**config.mk**
```make
export PLATFORM = sky130hd
export DESIGN_NAME = raa_split
export DESIGN_NICKNAME = d
export VERILOG_FILES = /design/src/rtl/raa_pkg.sv /design/src/rtl/raa_split.sv
export SDC_FILE = /design/constraint.sdc
export NUM_CORES = 1
export LEC_CHECK = 0
export ABC_AREA = 1
export BUFFER_PORTS_ARGS = -buffer_cell sky130_fd_sc_hd__buf_2
export CAP_MARGIN = 10
export CORE_ASPECT_RATIO = 2
export CORE_MARGIN = 2
export CORE_UTILIZATION = 49
export DETAILED_ROUTE_END_ITERATION = 10
export PLACE_DENSITY = 0.9
export SYNTH_ARGS = -nofsm -noshare
export SYNTH_HDL_FRONTEND = slang
export SYNTH_SLANG_ARGS = --single-unit
```
**constraint.sdc**
```tcl
create_clock -name vclk -period 3.8
set_clock_uncertainty 0.15 [all_clocks]
set_input_delay 0.38 -clock vclk [all_inputs]
set_output_delay 0.38 -clock vclk [all_outputs]
set_load 0.05 [all_outputs]
```
**src/rtl/raa_pkg.sv**
```systemverilog
`default_nettype none
package raa_pkg;

  localparam int unsigned DimW = 13;
  localparam int unsigned KeyW = DimW + 1;
  localparam int unsigned AreaW = 2 * DimW;
  localparam int unsigned PosW = 12;

  typedef struct packed {
    logic [DimW-1:0] h;
    logic [DimW-1:0] w;
    logic [DimW-1:0] y;
    logic [DimW-1:0] x;
  } zone_t;

  typedef enum logic [1:0] {
    STAT_OK    = 2'd0,
    STAT_NOFIT = 2'd1,
    STAT_FULL  = 2'd2
  } status_e;

  typedef enum logic {
    OP_INSERT = 1'b0,
    OP_RESET  = 1'b1
  } op_e;

  // split of a zone around a placed rectangle
  typedef struct packed {
    logic  exact;
    zone_t right;
    zone_t lower;
  } split_t;

  function automatic logic [KeyW-1:0] zone_key(zone_t z);
    return {1'b0, z.w} + {1'b0, z.h};
  endfunction

endpackage
`default_nettype wire

```
**src/rtl/raa_split.sv**
```systemverilog
`default_nettype none
module raa_split
  import raa_pkg::*;
(
  input  zone_t           zone_i,
  input  logic [DimW-1:0] req_w_i,
  input  logic [DimW-1:0] req_h_i,
  output split_t          split_o
);

  logic [DimW-1:0] dw, dh;

  assign dw = zone_i.w - req_w_i;
  assign dh = zone_i.h - req_h_i;

  always_comb begin
    split_o.exact   = (zone_i.w == req_w_i) && (zone_i.h == req_h_i);
    split_o.right.x = zone_i.x + req_w_i;
    split_o.right.y = zone_i.y;
    split_o.right.w = dw;
    split_o.lower.x = zone_i.x;
    split_o.lower.y = zone_i.y + req_h_i;
    split_o.lower.h = dh;
    // cut along the longer leftover
    if (dh > dw) begin
      split_o.right.h = req_h_i;
      split_o.lower.w = zone_i.w;
    end else begin
      split_o.right.h = zone_i.h;
      split_o.lower.w = req_w_i;
    end
  end

endmodule
`default_nettype wire
```
== Word-level counts from Yosys, hierarchy flattened ==
Cells that the tools add are included.
W data, S select, Z words.

* Register bits: 0
* Bits of input ports: 78
* Output and inout bits: 105
* Word-level logic and storage cells: 10

* $add $sub $neg: 4
* Magnitude comparators: 1
* Equality and inequality tests: 2
* Mux-type cells: 2
* Reduce and logical (&&, ||, !) cells: 1

{| class="wikitable"
|+ Operators by type and width
! kind !! number
|-
| $add A13 B13 Y13 || 2
|-
| $eq A13 B13 Y1 || 2
|-
| $mux W13 || 2
|-
| $sub A13 B13 Y13 || 2
|-
| $gt A13 B13 Y1 || 1
|-
| $logic_and A1 B1 Y1 || 1
|}

== Depth between registers and ports, before layout ==
Gate-level depths: netlist of run 1.

* Word-level depth: 3
* Mapped depth: 20
* Depth with buffers taken out: 19

== Worst setup path after synthesis of run 1 ==
OpenSTA, ideal clock, no wires.

* Path kind: in2out
* From: input zone_i[39] (netlist bit)
* To: output split_o[100] (netlist bit)
* Arrival time: 3,814 ps
* Required time: 3,270 ps
* Setup slack: -544 ps
* Cell stages on the path: 18
* Path buffers: 1
* Cells stage by stage: inv_1 > ha_1 > fa_1 > o21ai_0 > nand3_1 > nand2_1 > xor2_1 > ha_1 > nand2_1 > nand2_1 > nand2_1 > nand2_1 > a21oi_2 > nand2_4 > nand2_4 > buf_6 > nand2_1 > nand2_1

{| class="wikitable"
|+ RTL lines
! element !! line !! RTL
|-
| from (decl) || raa_split.sv:5 || <nowiki>input zone_t zone_i,</nowiki>
|-
| to (decl) || raa_split.sv:8 || <nowiki>output split_t split_o</nowiki>
|}

==> results of run 1 <==
==> final cells by class <==
cell class	instances	area, µm²
fillers	626	2080
well taps	92	115
inverters	96	360
repair buffers	203	1280
multi-input cells	503	3320
==> power breakdown <==
group,internal [W],switching (W)
clock,0,0
sequential,0,0
combinational,0.000722,0.00158
total,0.000722,0.00158
==> path summary, 6_finish.rpt <==
path	start	slack (ps)	endpoint
worst max-delay path	req_h_i[4]	50	split_o[36]
worst min-delay path	zone_i[16]	910	split_o[68]
==> routing by layer <==
metal | part of all wire, % | GRT usage (%) | vias to the layer above
li1 | - | - | 2388
met1 | 41 | 37.5 | 2101
met2 | 49 | 47.8 | 235
met3 | 6.7 | 1.72 | 33
met4 | 3.4 | 3.25 | 0
met5 | 0 | 0 | -
==> stage by stage <==
stage / instance area, µm² / util (%)
floorplan: 3730 / -
global placement: 4650 / 65.0
detailed placement: 4650 / 65.0
CTS: 4710 / 65.8
global route: 5070 / 70.9
finish: 5070 / 70.9
==> timing repair <==
| action | CTS | global route |
|---|---|---|
| gates cloned | 0 | 5 |
| resized for setup | 21 | 76 |
| setup endpoints to repair | 10 | 26 |
| pin swaps | 0 | 12 |
| buffers inserted | 0 | 2 |
==> cells by family (layout without fill, tap and decap cells) <==
| family | after synthesis | in the layout | share of synthesized area (%) |
|---|---|---|---|
| AND/OR/NAND/NOR | 317 | 319 | 38.4 |
| AO/OA/AOI/OAI | 83 | 83 | 12.4 |
| XOR/XNOR | 36 | 36 | 8.82 |
| buffers and inverters | 128 | 299 | 16.7 |
| adder cells (fa/ha/maj) | 65 | 65 | 23.6 |
==> layout by cell type (no fill, tap or decap), types with 4 or more instances in the layout <==
cell type and count:
nand4_1 25, buf_4 19, xnor2_1 17, a21oi_1 38
a21oi_2 5, buf_8 4, o21ai_0 23, xor2_4 4
nand3_1 55, xor2_1 11, buf_6 20, ha_1 58
o21bai_1 5, nor2_1 40, nand2_1 154, buf_2 157
nand2_2 27, inv_1 95
==> impl_results.md, run 1 <==
* Warnings from Yosys at 0
* Vias in the first global route at around 4,200
* CLK BUF at 0
* Final hold slack at between 900 and 1000 ps
* Synthesis-to-finish area growth at 42.0%
* Worst-path fanout max at 13
* Critical path class: primary input to output pin
* Leakage at just under 3 nW
* Number of vias per cell at around 5.3
* Wire per inst at around 14 µm
* PD cells at 454 mW/mm²
* GRT Residual Overflow at 0
* Worst path required time at about 3300 ps
* Worst setup EP type: output pin
* Syn Inst Count at about 630
* Total negative slack at 0 ps
* Seq cells at 0
* Routability cong. at approximately 0.94
* Die area at 0.00804 mm²
* Register area at 0 µm²
* Final Non-Filler Cells at ~890
* Top-count cell post-synth: nand2_1
* Max-slew violation count at 0
* Synthesized area at 0.00357 mm²
* Fin nets at 947
* Min-delay worst type: primary input to output pin
* Post-Syn Area per Cell at ~5.7 µm²
* Status: completed
* Total power at 0.00230 W
* Yosys cell types at 29
* Worst slew margin at 63.6%
* Slew @ Worst Pin at roughly 540 ps
* TritonRoute pass-1 iters at 7
* Die X at about 64 µm
* Core Region at about 0.0072 mm²
* CP cell instances: buf_2, inv_1, ha_1, nand2_1, nor2_1, a21oi_2, xor2_4, ha_1, nand2_2, inv_1, nand2_1, nand2_1, a21oi_4, nand2_8, nand2_8, nand2_1, nand2_2, buf_6
* Buffers & Inverters on Critical Path at 4
* Area leader, netlist: ha_1
* Syn nets at ~770
* CP max stage cell: ha_1
* CTS Hold Bufs at 0
* CP max stage delay at slightly above 400 ps
* Max Clock Freq at between 0.2 and 0.3 GHz
* Boundary Pins at between 150 and 200
* Final setup violation count at 0
* IO Port Bufs at 183
* Pre-CTS setup slack at -34.1 ps
* Setup slack after layout at approximately 47 ps
* Gr usage total at 27.4%
* First-pass GRT wire length at between 15 and 20 mm
* Dpl cells at 887
* Nature of the critical path startpoint: primary input
* Worst hold stages at 2
* Worst path top cell family by delay: simple AND/OR/NAND/NOR gates
* Share of the synthesized area in the top cell type at 21.4%
* Final count of hold timing violations at 0
* Synth cell count leaders: nand2_1 (180), inv_1 (96), ha_1 (61)
* Maxcap violations at 0
* Max VDD drop at between 0.3 and 0.4 mV
* Detailed Route Iter0 Violations at around 330
* Starting Density at approximately half
* DRC Markers at 0
* Vias at 4,757
* Seq/Total Area, Yosys at 0%
* Die Y at 125 µm
* Share of layout cells above drive strength 1 at 33.2%
* Number of cell rows at between 40 and 50
* CP Depth at 18
* Routed Antenna Nets at 0
* HPWL after DPL at slightly below 10 mm
* Worst EP arrival at around 3200 ps
* Largest cells by area after synthesis: ha_1 (21%), nand2_1 (19%), inv_1 (10%)
* Tmin final at around 3800 ps
* CP dominant cell by count: nand2_1
* # diodes at 0
* Final period utilization at 98.8%
* Initial antenna violation count at 0
* Pin count of the biggest net entering global routing at 27
* Total Routed Length at roughly 13 mm
Note: power is estimated with default switching activity, not from simulation.
==> inputs of run 2 (changes only) <==
==> constraint.sdc (replaced) <==
create_clock -name vclk -period 3.8
set_clock_uncertainty 0.15 [all_clocks]
set_input_delay 0.38 -clock vclk [all_inputs]
set_output_delay 0.38 -clock vclk [all_outputs]
set_load 0.005 [all_outputs]
==> run 2 against run 1 <==
  * Combinational power down 48%
  * Largest cell class unchanged
  * Non-clock buffer count down 12
  * Worst hold slack worse by 120 ps
  * Routed wire length down 7.2%
  * Count of clock-buffer cells in the layout unchanged
  * Utilization down 7.2 points
  * Critical path depth unchanged
  * Die area unchanged
  * Worst setup slack better by 93 ps
  * First-iteration DRC count down 21%
  * Global-route usage up 0.23 points
==> impl_results.md, run 2 (same netlist as run 1, synthesis figures left out) <==
* First-pass GRT wire length at between 15 and 20 mm
* Die Y at approximately 120 µm
* Seq cells at 0
* Sw Share at 57.9%
* Routed Antenna Nets at 0
* Combinational share of power at 100.0%
* Starting Density at 49.9%
* Sw power at about 0.0007 W
* Number of cell rows at 44
* Boundary Pins at around 180
* HPWL after DPL at 10.0 mm
* Die area at ~0.0080 mm²
* GR peak layer: met2
* TritonRoute pass-1 iters at 6
* Synthesis-to-finish area growth at 27.5%
* Core Region at a little over 0.007 mm²
* Final count of hold timing violations at 0
* Share of layout cells above drive strength 1 at 27.0%
* CLK BUF at 0
* Status: completed
* CP cell instances: buf_2, inv_1, ha_1, a21oi_1, o21ai_4, nand2_1, nand2b_1, xnor2_1, ha_1, nand2_1, nor2_2, and2_4, nand2_2, nand2_8, buf_8, nand3_1, nand2_1, buf_2
* DRC Markers at 0
* CP max stage delay at around 330 ps
* # Post-CTS Setup Buffers at 0
* Worst setup EP type: output pin
* Worst path top cell family by delay: simple AND/OR/NAND/NOR gates
* Pin count of the biggest net entering global routing at 27
* Worst path required time at about 3300 ps
* Vias at approximately 4,600
* Detailed Route Iter0 Violations at about 260
* CTS Hold Bufs at 0
* Vias in the first global route at about 4,300
* Buffers & Inverters on Critical Path at 4
* Most common cell after layout, fill and taps aside: buf_2
* Wire per inst at between 10 and 15 µm
* Most frequent cells in the layout: buf_2 (183), nand2_1 (180), inv_1 (96)
* IO Port Bufs at around 180
* Worst slew margin at 70.2%
* Routability cong. at between 0.9 and 1
* Maxcap violations at 0
* Leakage at approximately 2.8 nW
* Final setup violation count at 0
* CP dominant cell by count: nand2_1
* GR met3 Demand/Resource at under 10%
* Flop pwr share at 0%
* Initial antenna violation count at 0
* Fill cells at roughly 730
* GR met2 Demand/Resource at between 40% and 50%
* Dpl cells at between 800 and 900
* Int Power at around 0.00050 W
* Max-slew violation count at 0
* Final period utilization at between 90% and 100%
* Worst-path fanout max at 10
* Setup slack after layout at ~140 ps
* Tmin final at ~3700 ps
* Nature of the critical path startpoint: primary input
* Max VDD drop at 0.237 mV
* # diodes at 0
* Final Non-Filler Cells at between 800 and 900
* Fin nets at 934
* Worst EP arrival at 3130 ps
* Clock network fraction of total power at 0%
* Gr usage total at between 20% and 30%
* Total Routed Length at between 10 and 15 mm
* Critical path class: primary input to output pin
* GRT Residual Overflow at 0
* M1 GR Usage at 34.8%
* Min-delay worst type: primary input to output pin
* Slew @ Worst Pin at around 440 ps
* Die X at about 64 µm
* Pre-CTS setup slack at -9.07 ps
* Max Clock Freq at ~0.27 GHz
* Number of vias per cell at 5.27
* Register area at 0 µm²
* PD cells at roughly 260 mW/mm²
* CP max stage cell: ha_1
## run 2: timing repair
| item | CTS | global route |
|---|---|---|
| endpoints found under the hold margin | 0 | 0 |
| cloned | 0 | 1 |
| setup endpoints to repair | 6 | 26 |
| gates resized for setup | 1 | 28 |
| pin swaps | 0 | 4 |
## run 2: power by group through the flow
stage	Sequential, W	Combinational [W]	Clock [W]
CTS	0	0.00109	0
global placement	0	0.00107	0
finish	0	0.00119	0
detailed placement	0	0.00108	0
global route	0	0.00133	0
floorplan	0	0.000696	0
## run 2: routing by layer
layer | part of all wire [%] | vias to the layer above
li1 | - | 2368
met1 | 43 | 2062
met2 | 50 | 190
met3 | 5.5 | 25
met4 | 2.0 | 0
met5 | 0 | -
## run 2: through the flow
step | hold slack (ps) | total power [W] | setup TNS [ps] | cell area [µm²] | utilization [%]
2_1_floorplan | 691 | 0.000696 | 0 | 3570 | -
3_3_place_gp | 795 | 0.00107 | 0 | 4430 | 61.9
3_5_place_dp | 796 | 0.00108 | -27.8 | 4430 | 61.9
4_1_cts | 796 | 0.00109 | 0 | 4430 | 61.9
5_1_grt | 805 | 0.00133 | -81.1 | 4560 | 63.7
6_report | 795 | 0.00119 | 0 | 4560 | 63.7
## run 2: path summary, 6_finish.rpt
kind / start / end / cells after the start
worst min-delay path: zone_i[23] / split_o[75] / 2
worst max-delay path: req_w_i[3] / split_o[94] / 18
## run 2: area by class of cell
cell class / count / area (µm²) / area share (%)
Inverter: 96 / 360 / 7.91
Multi-Input combinational cell: 502 / 3090 / 67.8
Tap cell: 92 / 115 / 2.53
Timing Repair Buffer: 191 / 991 / 21.7
